==> config.mk <==
export PLATFORM = sky130hd
export DESIGN_NAME = hamming_codec_configurable
export DESIGN_NICKNAME = d
export VERILOG_FILES = /design/src/rtl/hc_pkg.sv /design/src/rtl/hc_spread.sv /design/src/rtl/hc_syndrome.sv /design/src/rtl/hc_correct.sv /design/src/rtl/hamming_codec_configurable.sv
export SDC_FILE = /design/constraint.sdc
export NUM_CORES = 1
export LEC_CHECK = 0
export ABC_AREA = 1
export BUFFER_PORTS_ARGS = -buffer_cell sky130_fd_sc_hd__buf_2
export CAP_MARGIN = 0
export CORE_ASPECT_RATIO = 2
export CORE_UTILIZATION = 40
export CTS_BUF_LIST = sky130_fd_sc_hd__clkbuf_4 sky130_fd_sc_hd__clkbuf_8
export DETAILED_ROUTE_END_ITERATION = 10
export SLEW_MARGIN = 15
export SYNTH_ARGS = -nofsm -noshare
export SYNTH_HDL_FRONTEND = slang
export SYNTH_HIERARCHICAL = 1
export SYNTH_SLANG_ARGS = --single-unit
==> constraint.sdc <==
create_clock -name clk -period 3.4 [get_ports clk]
set_input_delay 0.68 -clock clk [delete_from_list [all_inputs] [get_ports clk]]
set_output_delay 0.68 -clock clk [all_outputs]
set_load 0.01 [all_outputs]
==> src/rtl/hc_pkg.sv <==
package hc_pkg;

    localparam int WORD_W       = 63;
    localparam int PARITY_W     = 3;
    localparam int MAX_PARITY_D = 6;
    localparam int MIN_PARITY   = 2;
    localparam int RESET_PARITY = 3;

    localparam logic ACT_ENCODE = 1'b0;
    localparam logic ACT_DECODE = 1'b1;

    // control that rides along with each item through the pipe
    typedef struct packed {
        logic valid;
        logic decode;
    } hc_ctl_t;

    // position p (from 1) holds a parity bit
    function automatic bit is_pow2(input int p);
        begin
            return (p != 0) && ((p & (p - 1)) == 0);
        end
    endfunction

    // data bit index carried at non-parity position p
    function automatic int data_slot(input int p);
        int cnt;
        begin
            cnt = 0;
            for (int b = 0; b < 31; b++)
            begin
                if ((1 << b) <= p)
                begin
                    cnt++;
                end
            end
            return p - 1 - cnt;
        end
    endfunction

endpackage

==> src/rtl/hc_spread.sv <==
module hc_spread
    import hc_pkg::*;
#(
    parameter int MAX_PARITY = MAX_PARITY_D
) (
    input  logic                              clk,
    input  logic                              rst_n,
    input  hc_ctl_t                           ctl_in,
    input  logic [WORD_W-1:0]                 in_word,
    input  logic [PARITY_W-1:0]               r_cur,
    output hc_ctl_t                           ctl_out,
    output logic [(1 << MAX_PARITY)-2:0]      word_out
);

    localparam int CW_W = (1 << MAX_PARITY) - 1;

    logic [CW_W-1:0] enc_bits;
    logic [CW_W-1:0] pos_mask;
    logic [CW_W-1:0] word_next;
    logic [CW_W-1:0] word_reg;
    hc_ctl_t         ctl_reg;

    // data bits land on non-power-of-two positions; parity slots start at zero
    for (genvar j = 0; j < CW_W; j++)
    begin : g_pos
        localparam logic [MAX_PARITY-1:0] PV = MAX_PARITY'(j + 1);
        if (is_pow2(j + 1))
        begin : g_par
            assign enc_bits[j] = 1'b0;
        end
        else
        begin : g_dat
            assign enc_bits[j] = in_word[data_slot(j + 1)];
        end
        // position lies within n = 2^r - 1
        assign pos_mask[j] = ((PV >> r_cur) == '0);
    end

    assign word_next = (ctl_in.decode ? in_word[CW_W-1:0] : enc_bits) & pos_mask;

    always_ff @(posedge clk)
    begin
        word_reg <= word_next;
    end

    always_ff @(posedge clk or negedge rst_n)
    begin
        if (!rst_n)
        begin
            ctl_reg <= '0;
        end
        else
        begin
            ctl_reg <= ctl_in;
        end
    end

    assign ctl_out  = ctl_reg;
    assign word_out = word_reg;

endmodule

==> src/rtl/hc_syndrome.sv <==
module hc_syndrome
    import hc_pkg::*;
#(
    parameter int MAX_PARITY = MAX_PARITY_D
) (
    input  logic                              clk,
    input  logic                              rst_n,
    input  hc_ctl_t                           ctl_in,
    input  logic [(1 << MAX_PARITY)-2:0]      word_in,
    output hc_ctl_t                           ctl_out,
    output logic [(1 << MAX_PARITY)-2:0]      word_out,
    output logic [MAX_PARITY-1:0]             syn_out
);

    localparam int CW_W = (1 << MAX_PARITY) - 1;

    logic [MAX_PARITY-1:0] syn_next;
    logic [MAX_PARITY-1:0] syn_reg;
    logic [CW_W-1:0]       word_reg;
    hc_ctl_t               ctl_reg;

    // XOR of the positions of all set bits; with parity slots clear this is
    // also the parity vector for encode
    always_comb
    begin
        syn_next = '0;
        for (int i = 0; i < MAX_PARITY; i++)
        begin
            for (int j = 0; j < CW_W; j++)
            begin
                if ((((j + 1) >> i) & 1) != 0)
                begin
                    syn_next[i] = syn_next[i] ^ word_in[j];
                end
            end
        end
    end

    always_ff @(posedge clk)
    begin
        word_reg <= word_in;
        syn_reg  <= syn_next;
    end

    always_ff @(posedge clk or negedge rst_n)
    begin
        if (!rst_n)
        begin
            ctl_reg <= '0;
        end
        else
        begin
            ctl_reg <= ctl_in;
        end
    end

    assign ctl_out  = ctl_reg;
    assign word_out = word_reg;
    assign syn_out  = syn_reg;

endmodule

==> src/rtl/hc_correct.sv <==
module hc_correct
    import hc_pkg::*;
#(
    parameter int MAX_PARITY = MAX_PARITY_D
) (
    input  logic                              clk,
    input  logic                              rst_n,
    input  hc_ctl_t                           ctl_in,
    input  logic [(1 << MAX_PARITY)-2:0]      word_in,
    input  logic [MAX_PARITY-1:0]             syn_in,
    output logic                              done,
    output logic [WORD_W-1:0]                 out_word,
    output logic                              corrected
);

    localparam int CW_W  = (1 << MAX_PARITY) - 1;
    localparam int DAT_W = CW_W - MAX_PARITY;

    logic [CW_W-1:0]   par_vec;
    logic [CW_W-1:0]   fixed;
    logic [DAT_W-1:0]  dec_data;
    logic              syn_nz;
    logic [WORD_W-1:0] out_word_next;
    logic [WORD_W-1:0] out_word_reg;
    logic              corrected_next;
    logic              corrected_reg;
    logic              done_reg;

    assign syn_nz = (syn_in != '0);

    for (genvar j = 0; j < CW_W; j++)
    begin : g_pos
        localparam logic [MAX_PARITY-1:0] PV = MAX_PARITY'(j + 1);
        // flip the bit the syndrome points at
        assign fixed[j] = word_in[j] ^ (syn_in == PV);
        if (is_pow2(j + 1))
        begin : g_par
            assign par_vec[j] = syn_in[$clog2(j + 1)];
        end
        else
        begin : g_dat
            assign par_vec[j] = 1'b0;
            assign dec_data[data_slot(j + 1)] = fixed[j];
        end
    end

    always_comb
    begin
        if (ctl_in.decode)
        begin
            out_word_next  = WORD_W'(dec_data);
            corrected_next = syn_nz;
        end
        else
        begin
            out_word_next  = WORD_W'(word_in | par_vec);
            corrected_next = 1'b0;
        end
    end

    always_ff @(posedge clk)
    begin
        out_word_reg  <= out_word_next;
        corrected_reg <= corrected_next;
    end

    always_ff @(posedge clk or negedge rst_n)
    begin
        if (!rst_n)
        begin
            done_reg <= 1'b0;
        end
        else
        begin
            done_reg <= ctl_in.valid;
        end
    end

    assign done      = done_reg;
    assign out_word  = out_word_reg;
    assign corrected = corrected_reg;

endmodule

==> src/rtl/hamming_codec_configurable.sv <==
// Hamming SEC codec, three register stages: spread/mask, syndrome XOR tree,
// correct/extract into the output register.
// done pulses once the item has passed the spread, syndrome and output registers.
// Throughput: one item per cycle; busy stays low, the receiver cannot stall.
// Reset (rst_n low, async): pipeline valid bits and done clear, parity_count
// returns to 3 (or MAX_PARITY if smaller). Payload registers are not reset.
module hamming_codec_configurable
    import hc_pkg::*;
#(
    parameter int MAX_PARITY = MAX_PARITY_D
) (
    input  logic                clk,
    input  logic                rst_n,
    // item channel
    input  logic                start,
    output logic                busy,
    input  logic                action,
    input  logic [WORD_W-1:0]   in_word,
    // result strobe
    output logic                done,
    output logic [WORD_W-1:0]   out_word,
    output logic                corrected,
    // parity_count register write
    input  logic                cfg_valid,
    output logic                cfg_ready,
    input  logic [PARITY_W-1:0] parity_count
);

    localparam int CW_W = (1 << MAX_PARITY) - 1;
    localparam logic [PARITY_W-1:0] R_RESET =
        PARITY_W'((RESET_PARITY > MAX_PARITY) ? MAX_PARITY : RESET_PARITY);

    logic [PARITY_W-1:0] parity_count_reg;
    logic                cfg_ok;
    hc_ctl_t             in_ctl;
    hc_ctl_t             s1_ctl;
    hc_ctl_t             s2_ctl;
    logic [CW_W-1:0]     s1_word;
    logic [CW_W-1:0]     s2_word;
    logic [MAX_PARITY-1:0] s2_syn;

    // Fully pipelined: every stage moves each cycle, nothing to hold off.
    assign busy      = 1'b0;
    assign cfg_ready = 1'b1;

    // Out-of-range writes are dropped; r keeps its value.
    assign cfg_ok = cfg_valid && cfg_ready
                 && (parity_count >= PARITY_W'(MIN_PARITY))
                 && (parity_count <= PARITY_W'(MAX_PARITY));

    always_ff @(posedge clk or negedge rst_n)
    begin
        if (!rst_n)
        begin
            parity_count_reg <= R_RESET;
        end
        else if (cfg_ok)
        begin
            parity_count_reg <= parity_count;
        end
    end

    // r only matters in the first stage (masking to n bits), so items
    // already in flight are unaffected by a later write.
    assign in_ctl.valid  = start && !busy;
    assign in_ctl.decode = (action == ACT_DECODE);

    // Stage 1: place data bits (encode) or take the codeword (decode), then mask to n bits.
    hc_spread #(
        .MAX_PARITY (MAX_PARITY)
    ) u_spread (
        .clk      (clk),
        .rst_n    (rst_n),
        .ctl_in   (in_ctl),
        .in_word  (in_word),
        .r_cur    (parity_count_reg),
        .ctl_out  (s1_ctl),
        .word_out (s1_word)
    );

    // Stage 2: syndrome; equals the parity bits when encoding.
    hc_syndrome #(
        .MAX_PARITY (MAX_PARITY)
    ) u_syndrome (
        .clk      (clk),
        .rst_n    (rst_n),
        .ctl_in   (s1_ctl),
        .word_in  (s1_word),
        .ctl_out  (s2_ctl),
        .word_out (s2_word),
        .syn_out  (s2_syn)
    );

    // Stage 3: insert parity, or flip the bad bit and pull the data out.
    hc_correct #(
        .MAX_PARITY (MAX_PARITY)
    ) u_correct (
        .clk       (clk),
        .rst_n     (rst_n),
        .ctl_in    (s2_ctl),
        .word_in   (s2_word),
        .syn_in    (s2_syn),
        .done      (done),
        .out_word  (out_word),
        .corrected (corrected)
    );

    // each accepted item comes out on done once it has passed the pipeline
    a_latency: assert property (@(posedge clk) disable iff (!rst_n)
        (start && !busy) |-> ##3 done)
        else $error("item did not complete in three cycles");

    // no result without a matching accepted item earlier in the pipeline
    a_no_phantom: assert property (@(posedge clk) disable iff (!rst_n)
        done |-> $past(start && !busy, 3))
        else $error("result without accepted item");

    // corrections only ever reported for decode items
    a_corr_decode: assert property (@(posedge clk) disable iff (!rst_n)
        (done && corrected) |-> ($past(action, 3) == ACT_DECODE))
        else $error("correction flagged on encode");

    // parity count never leaves its legal range
    a_r_range: assert property (@(posedge clk) disable iff (!rst_n)
        (parity_count_reg >= PARITY_W'(MIN_PARITY))
        && (parity_count_reg <= PARITY_W'(MAX_PARITY)))
        else $error("parity count out of range");

endmodule

# --- Word-level counts from Yosys, hierarchy flattened ---
# Cells that the tools add are included.
word_totals:
  latchBits: 0
  ram_bits: 0
  mem_count: 0
  ff_bits: 204
  out_inout_bits: 67
  mem_bits_ro: 0
  wordCells: 447
  inputBits: 71
classes:
  mux: 2
  order_cmp: 2
  addsub: 0
  reduce_logical: 66
  n_mul: 0
  shift: 63
  eq_ne: 57
  bitwise_logic: 245
  n_div: 0
op_table:
  columns: ["cell", "count"]
  rows:
  - ["logical NOT 6 bit", 63]
  - ["XOR 1 bit", 243]
  - [">> shifter 6 x 3 -> 6 bit (first input constant)", 32]
  - ["equality test 6 bit (second input constant)", 31]
  - [">> shifter 5 x 3 -> 6 bit (first input constant)", 16]
  - ["equality test 6 x 5 -> 1 bit (second input constant)", 15]
  - ["AND 63 bit", 1]
  - ["two-way mux 63 bit", 1]
  - ["OR 63 x 32 -> 63 bit", 1]
  - ["two-way mux 57 bit", 1]
  - [">> shifter 4 x 3 -> 6 bit (first input constant)", 8]
  - ["equality test 6 x 4 -> 1 bit (second input constant)", 7]
  - [">> shifter 3 x 3 -> 6 bit (first input constant)", 4]
  - ["equality test 6 x 3 -> 1 bit (second input constant)", 3]
  - [">> shifter 2 x 3 -> 6 bit (first input constant)", 2]
  - ["equality test 6 x 2 -> 1 bit (second input constant)", 1]
  - ["nonzero test 6 bit", 1]
  - [">> shifter 1 x 3 -> 6 bit (first input constant)", 1]
  - ["greater-or-equal comparator 3 x 2 -> 1 bit (second input constant)", 1]
  - ["<= comparator 3 bit (second input constant)", 1]
  - ["logical AND 1 bit", 2]

# --- Logic depth before layout (Yosys ltp) ---
# Gate-level depths: netlist of run 1.
logic_depth:
  ltp_word: 31
  depth_mapped: 16
  mapped_depth_nobuf: 15

# --- Cells and area by module ---
# The synthesis of run 1 kept the hierarchy.
by_module_without_submodules:
  columns: ["mod", "seq_area_each_um2", "area_per_inst_um2", "instances", "cells_each"]
  rows:
  - ["hc_syndrome", 1431.4, 4098.9, 1, 630]
  - ["hc_correct", 1306.3, 3417.0, 1, 537]
  - ["hc_spread", 1311.3, 2461.1, 1, 314]
  - ["hamming_codec_configurable", 77.6, 175.2, 1, 24]

# --- Worst setup path before layout of run 1 ---
# No wires, ideal clock.
synth_path:
  kind: "register -> register"
  from: "register parity_count_reg[0]"
  to: "register u_spread.word_reg[16], in the netlist u_spread/word_out[16]"
  period_less_slack_ps: 1452
  setup_ps: 56
  slack_ps: 1948
  path_stages_with_launch: 8
  arrival_time_ps: 1396
  n_path_buf: 1
  t_required_ps: 3344
  path_cell_list: "dfstp_2 -> inv_1 -> ha_1 -> or2_1 -> buf_6 -> nand2_1 -> nand2_1 -> inv_1"
synth_between:
  elab_chain_len: 3
synth_lines:
  columns: ["item", "line", "source"]
  rows:
  - ["start: declaration", "hamming_codec_configurable.sv:33", "logic [PARITY_W-1:0] parity_count_reg;"]
  - ["start signal: assignment", "hamming_codec_configurable.sv:59", "parity_count_reg <= parity_count;"]
  - [">> shifter 5 x 3 -> 6 bit", "hc_spread.sv:36", "assign pos_mask[j] = ((PV >> r_cur) == '0);"]
  - ["logical NOT 6 bit", "hc_spread.sv:36", null]
  - ["AND 63 bit", "hc_spread.sv:39", "assign word_next = (ctl_in.decode ? in_word[CW_W-1:0] : enc_bits) & pos_mask;"]
  - ["via u_spread.word_next[16]", "hc_spread.sv:19", "logic [CW_W-1:0] word_next;"]
  - ["end signal: assignment", "hc_spread.sv:43", "word_reg <= word_next;"]
  - ["end: declaration", "hc_spread.sv:20", "logic [CW_W-1:0] word_reg;"]
# The timed path passes the listed nets, and every way through them passes these cells.
# A chain may end at the register's enable or synchronous reset.

# --- Worst setup path in the final report of run 1 ---
layout_path:
  from: "register u_spread.word_reg[62], in the netlist u_spread/word_out[62]"
  to: "register u_syndrome.syn_reg[5], in the netlist u_syndrome/syn_out[5]"
layout_between:
  elab_chain_len: 1
layout_lines:
  columns: ["item", "line", "source"]
  rows:
  - ["XOR 1 bit", "hc_syndrome.sv:33", "syn_next[i] = syn_next[i] ^ word_in[j];"]
  - ["via u_syndrome.syn_next[5]", "hc_syndrome.sv:17", "logic [MAX_PARITY-1:0] syn_next;"]
  - ["end signal: assignment", "hc_syndrome.sv:42", "syn_reg <= syn_next;"]
  - ["end: declaration", "hc_syndrome.sv:18", "logic [MAX_PARITY-1:0] syn_reg;"]
# The timed path passes the listed nets, and every way through them passes these cells.

==> results.py, run 1 <==
metrics = {
    "status": {
        "status": "complete, no violations",
    },
    "sta": {
        "final_max_slew_viol_count": 0,
        "hold_ws_ns": 0.199,
        "fin_tns_setup_ns": 0,
        "rsz0062_at_grt": "no",
        "finClkSkew_ns": 0.0121,
        "fmax_mhz": 526,
        "max_slew_margin_pct": 25.8,
        "fin_crit_sh_pct": 55.9,
        "finalHoldViolations": 0,
        "finalSetupViolations": 0,
        "min_period_ns": 1.90,
        "tightest_slew_ns": 1.11,
    },
    "setup_path": {
        "crit_path_top_delay_cell": "xnor2_1",
        "required_ns": 3.88,
        "critical_path.max_stage_delay_ns": 0.48,
        "worstPathArrival_ns": 2.38,
        "cp_common_cell": "nand2_1",
        "worstPathCellList": "xnor2_1 > clkinv_1 > nand2_1 > nand2_1 > nand3_2 > nand2_4 > inv_1 > nand3_1 > nand2_1 > inv_1 > nand2_1 > nand2_1",
        "worst-path-max-fanout": 5,
        "path_buf_inv": 3,
        "crit_path_end_kind": "flop",
        "worst_setup_path_start_kind": "flop",
        "worstSetupPathType": "flop to flop",
        "path_delay_family": "simple AND/OR/NAND/NOR gates",
    },
    "placed_design": {
        "hpwl_um": 23700,
        "numPortBuffers": 135,
        "placed_area_mm2": 0.0110,
        "place.gp.congestion": 0.907,
    },
    "synth": {
        "syn_inst": 1505,
        "yosysTopAreaCellShare_pct": 38.6,
        "ys_types": 36,
        "synthFlopType": "dfxtp_1",
        "synthArstFlopShare_pct": 3.92,
        "ys_seq_area_share_pct": 40.6,
        "synth-seq-cells": 204,
        "synth_area_mm2": 0.0102,
        "synth_top_area_cell": "dfxtp_1",
        "synth_area_leaders": "dfxtp_1 (39%), nand2_1 (23%), nand3_1 (8.2%), inv_1 (5.7%), xnor2_1 (3.5%)",
        "ys_warn_count": 6,
        "syn_area_per_cell_um2": 6.75,
        "synth_edf_count": 0,
        "syn_nets": 1582,
    },
    "layout": {
        "diodes": 0,
        "fin_util_pct": 46.5,
        "postLayoutCellArea_mm2": 0.0116,
        "drive_gt1_share_pct": 15.5,
        "layout.nets": 1698,
        "area_growth_pct": 14.6,
    },
    "min_path": {
        "hold_class": "primary input to flop",
    },
    "clock_tree": {
        "root_buffer": "clkbuf_8",
        "clk_pin_slew_ns": 0.07,
        "cts_resized": 0,
        "insertion_delay_ns": 0.59,
        "clkSinkCount": 204,
        "clockBufferDepth": 3,
        "cts_buffers": 30,
        "htreeDepth": 1,
        "cts_tree": "built",
    },
    "pwr": {
        "p_seq_share_pct": 40.7,
        "cell_internal_pwr_uw": 4570,
        "sw_frac_of_total_pct": 37.8,
        "combPwrFrac_pct": 30.4,
        "p_clk_share_pct": 28.9,
        "ir_drop_uv": 325,
        "p_sw_uw": 2780,
        "p_per_area_mw_per_mm2": 632,
        "p_leak_uw": 0.00605,
    },
    "global_routing": {
        "grt_pass1_wl_um": 46100,
        "antenna_found_initial": 0,
        "grt_remaining_overflow": 0,
        "grtUsageTotal_pct": 23.6,
        "grt_pass1_vias": 8856,
        "grt_max_degree": 69,
    },
    "detailed_routing": {
        "drt_first_iter_violations": 455,
        "drt_pass1_iterations": 5,
        "wl_met3_um": 1220,
        "dr.max_layer_used": "met4",
        "antenna_left": 0,
        "wl_met2_um": 16400,
        "wl_um": 30200,
        "viasPerCell": 4.73,
        "met1_length_um": 10500,
        "dr_total_vias": 9359,
        "drc": 0,
        "wl_per_cell_um": 15.3,
    },
    "die": {
        "rows": 82,
        "die_w_um": 115,
        "die_h_um": 227,
        "die_area_mm2": 0.0261,
        "coreArea_mm2": 0.0250,
        "initial_core_util_pct": 40.6,
        "ios": 138,
    },
    "job": {
        "drv_cap": 0,
    },
}
-- stage by stage --
step / total power (µW) / worst slack [ns] / cells
6_report: 7350 / 1.50 / 1977
5_1_grt: 7810 / 1.37 / 1977
4_1_cts: 7400 / 1.52 / 1977
3_5_place_dp: 5270 / 1.46 / 1924
3_3_place_gp: 5230 / 1.49 / 1924
2_1_floorplan: 4570 / 1.95 / 1505
-- worst paths after layout --
kind	from	to	slack, ns	cells past startpoint
worst max-delay path	u_spread/word_out[62]$_DFF_P_	u_syndrome/syn_out[5]$_DFF_P_	1.50	12
worst min-delay path	start	u_spread/ctl_out[1]$_DFF_PN0_	0.20	1
worst max register to register	u_spread/word_out[62]$_DFF_P_	u_syndrome/syn_out[5]$_DFF_P_	1.50	12
worst min register to register	u_syndrome/ctl_out[1]$_DFF_PN0_	u_correct/done$_DFF_PN0_	0.35	0
max in group asynchronous	rst_n	parity_count_reg[1]$_DFFE_PN1P_	2.69	2
min in group asynchronous	rst_n	u_correct/done$_DFF_PN0_	0.46	2
-- repair_timing --
action                                  CTS  global route
endpoints found under the setup margin    0             0
hold buffers                              1             0
hold endpoints to repair                  6             0
setup buffers                             0             0
-- placed cells by master (no fill, tap or decap), types with 2 or more instances in the layout --
cell type and count:
nand2_1 627, dfxtp_1 196, nand3_1 166, inv_1 154
buf_2 135, nor2_1 53, a21oi_1 44, xnor2_1 40
clkbuf_8 39, xor2_1 35, inv_2 20, o21ai_0 17
nand3b_1 14, nor2_4 12, nand2_2 10, clkbuf_4 9
or2_1 7, a21boi_0 7, nand2_4 6, buf_4 6
ha_1 6, dfrtp_1 5, nor2_2 4, nand4_1 4
nand3_2 3, clkinv_1 3, nor3_1 3, conb_1 2
clkinv_2 2, dfstp_2 2
-- cells by family after synthesis --
group	Yosys count	synth area share, %
adders and majority gates	6	0.739
other	2	0.0740
buffers and inverters	236	9.82
AOI/OAI and AO/OA	72	3.85
and+or+nand+nor	910	38.4
xor gates and xnor gates	75	6.47
DFF	204	40.6
-- area by class of cell --
type                    count  area, µm²
clock inverters             4       47.5
multi-input cells        1065       5030
inverters                 178        671
well taps                 336        420
repair buffers            142        731
fillers                  2648      13400
flip-flops and latches    204       4130
clock buffers              48        604
-- Yosys cell counts, types with 7 or more instances --
cell and n:
nand3_1 166, o21ai_0 17, a21boi_0 7, nand2_1 627, dfxtp_1 196, inv_1 154, xor2_1 35, nand2_2 10
a21oi_1 44, inv_2 20, nor2_4 12, nand3b_1 14, buf_2 39, or2_1 7, nor2_1 53, xnor2_1 40
-- routing by layer --
metal,up-vias,GRT usage (%)
met5,-,0
met4,0,16.2
met3,92,2.72
met2,262,45.5
met1,4188,23.0
li1,4817,-
-- power groups by stage --
stage               registers (µW)  clock network (µW)  logic [µW]
floorplan                     2960                   0        1610
CTS                           3000                2180        2230
finish                        2990                2120        2230
global placement              3050                   0        2180
global route                  3030                2290        2500
detailed placement            3050                   0        2220
Power figures use the tool's default switching activity.
==> run 2, diff against run 1 <==
==> constraint.sdc (replaced) <==
create_clock -name clk -period 1.85 [get_ports clk]
set_input_delay 0.37 -clock clk [delete_from_list [all_inputs] [get_ports clk]]
set_output_delay 0.37 -clock clk [all_outputs]
set_load 0.01 [all_outputs]
==> results.py, run 2 (synthesis results as in run 1) <==
metrics = {
    "setup_path": {
        "worst-path-max-fanout": 5,
        "r2r_cells": 12,
        "critical_path.max_stage_delay_ns": 0.52,
        "cp_common_cell": "nand2_1",
        "path_delay_family": "simple AND/OR/NAND/NOR gates",
        "worst_setup_path_start_kind": "flop",
        "required_ns": 2.32,
        "path_buf_inv": 3,
        "crit_path_top_delay_cell": "dfxtp_1",
        "worstPathCellList": "xnor2_4 > clkinv_1 > nand2_1 > nand2_1 > nand3_2 > nand2_4 > inv_1 > nand3_1 > nand2_1 > inv_1 > nand2_1 > nand2_1",
        "worstReg2RegEnd": "u_syndrome/syn_out[5]$_DFF_P_",
        "reg2reg_from": "u_spread/word_out[60]$_DFF_P_",
        "worstSetupPathType": "flop to flop",
        "ff2ff_setup_slack_ns": 0.15,
        "critical_path_depth": 12,
        "worstSetupEndpoint": "u_syndrome/syn_out[5]$_DFF_P_",
        "startpoint": "u_spread/word_out[60]$_DFF_P_",
        "crit_path_end_kind": "flop",
        "worstPathArrival_ns": 2.17,
    },
    "sta": {
        "fin_tns_setup_ns": 0,
        "max_slew_margin_pct": 61.8,
        "fin_crit_sh_pct": 92.0,
        "rsz0062_at_grt": "no",
        "finalSetupViolations": 0,
        "worst_slack_ns": 0.147,
        "min_period_ns": 1.70,
        "finClkSkew_ns": 0.0120,
        "tightest_slew_ns": 0.574,
        "final_max_slew_viol_count": 0,
        "fmax_mhz": 587,
        "finalHoldViolations": 0,
    },
    "placed_design": {
        "hpwl_um": 24100,
        "numPortBuffers": 135,
        "place.gp.congestion": 0.950,
        "place_ws_ns": -0.141,
    },
    "layout": {
        "final_common_cell": "nand2_1",
        "layout.nets": 1717,
        "diodes": 0,
        "layout_common_cells": "nand2_1 (627), dfxtp_1 (190), nand3_1 (166)",
        "nFillCells": 2697,
        "drive_gt1_share_pct": 16.9,
        "area_growth_pct": 16.9,
    },
    "clock_tree": {
        "cts_buffers": 29,
        "clk_pin_slew_ns": 0.06,
        "insertion_delay_ns": 0.58,
        "clockBufferDepth": 3,
        "root_buffer": "clkbuf_8",
        "postCtsSetupRepairBufs": 0,
        "htreeDepth": 1,
        "clkSinkCount": 204,
        "cts_tree": "built",
    },
    "global_routing": {
        "grt_pass1_vias": 8751,
        "grt_max_degree": 69,
        "antenna_found_initial": 0,
        "grt_pass1_wl_um": 45600,
        "grt_remaining_overflow": 0,
        "grtUsageTotal_pct": 23.4,
    },
    "detailed_routing": {
        "wl_per_cell_um": 15.0,
        "drt_first_iter_violations": 471,
        "drt_pass1_iterations": 5,
        "drc": 0,
        "dr_total_vias": 9263,
        "viasPerCell": 4.64,
        "antenna_left": 0,
        "wl_um": 29800,
    },
    "die": {
        "die_w_um": 115,
        "initial_core_util_pct": 40.6,
        "ios": 138,
        "coreArea_mm2": 0.0250,
        "die_h_um": 227,
        "rows": 82,
        "die_area_mm2": 0.0261,
    },
    "pwr": {
        "p_sw_uw": 5070,
        "p_leak_uw": 0.00619,
        "p_per_area_mw_per_mm2": 1170,
        "p_clk_share_pct": 30.1,
        "ir_drop_uv": 586,
        "sw_frac_of_total_pct": 36.6,
        "combPwrFrac_pct": 30.4,
        "cell_internal_pwr_uw": 8780,
        "p_seq_share_pct": 39.6,
    },
    "min_path": {
        "hold_class": "primary input to flop",
    },
    "job": {
        "drv_cap": 0,
    },
    "status": {
        "status": "complete, no violations",
    },
}
[run 2: cell types whose count changed in the layout (fill, tap and decap cells not counted)]
cell / change
clkinv_2: +5
clkbuf_8: -5
buf_12: +2
dfxtp_1: -6
bufinv_16: +4
clkinvlp_4: -1
xnor2_1: -1
buf_4: +17
xnor2_4: +1
o21ai_0: -1
dfxtp_2: +6
clkbuf_4: -4
dlygate4sd3_1: +1
o21ai_1: +1
[run 2: power by group through the flow]
stage          combinational (µW)  clock, µW  sequential, µW
5_1_grt                      4720       4460            5550
4_1_cts                      4200       4290            5490
2_1_floorplan                2960          0            5440
3_5_place_dp                 4190          0            5590
3_3_place_gp                 4120          0            5590
6_report                     4200       4170            5480
[run 2: area by class of cell]
| cell class | count | area (µm²) | share of cell area [%] |
|---|---|---|---|
| sequential | 204 | 4140 | 34.8 |
| clock inverter | 12 | 185 | 1.56 |
| inverter | 178 | 671 | 5.65 |
| clock buffer | 39 | 505 | 4.26 |
| tap | 336 | 420 | 3.54 |
| timing repair buffer | 162 | 908 | 7.65 |
| multi-input combinational | 1065 | 5050 | 42.5 |
[run 2: worst reg2reg max path, stage by stage (launching register included)]
cell	delay [ns]
dfxtp_1	0.52
xnor2_4	0.20
clkinv_1	0.23
nand2_1	0.13
nand2_1	0.07
nand3_2	0.07
nand2_4	0.05
inv_1	0.05
nand3_1	0.06
nand2_1	0.09
inv_1	0.04
nand2_1	0.04
nand2_1	0.04
[run 2: worst min path at each step]
stage | from | endpoint | slack (ns) | cells after the start
after floorplan | rst_n | parity_count_reg[2]$_DFFE_PN0P_ | 0.07 | 0
after CTS | parity_count[1] | parity_count_reg[1]$_DFFE_PN1P_ | 0.006 | 3
after detailed placement | rst_n | u_correct/done$_DFF_PN0_ | 0.23 | 1
after global routing | in_word[3] | u_spread/word_out[3]$_DFF_P_ | 0.02 | 3
after global placement | rst_n | u_spread/ctl_out[1]$_DFF_PN0_ | 0.22 | 1
final | in_word[14] | u_spread/word_out[14]$_DFF_P_ | 0.04 | 3
[run 2: layer usage]
layer | GRT usage [%] | part of all wire (%) | up-vias
met1 | 21.9 | 35 | 4085
met3 | 2.66 | 3.8 | 85
met2 | 46.6 | 55 | 234
met4 | 14.8 | 6.5 | 0
li1 | - | - | 4859
met5 | 0 | 0 | -
[run 2: repair_timing]
action                                 in CTS  in global routing
setup endpoints to repair                   1                  9
pin swaps                                   0                  0
hold buffers                                2                  0
endpoints found under the hold margin       9                  0
resized for setup                           1                  8
[run 2: per-stage QoR]
step                      cells  area, µm²  total power, µW  hold slack (ns)  util (%)
after floorplan            1505      10200             8400           0.0744         -
final                      1996      11900            13900           0.0378      47.4
after detailed placement   1943      11100             9770            0.226      44.5
after global routing       1996      11900            14700           0.0194      47.4
after CTS                  1996      11900            14000          0.00579      47.4
after global placement     1943      11100             9700            0.224      44.5
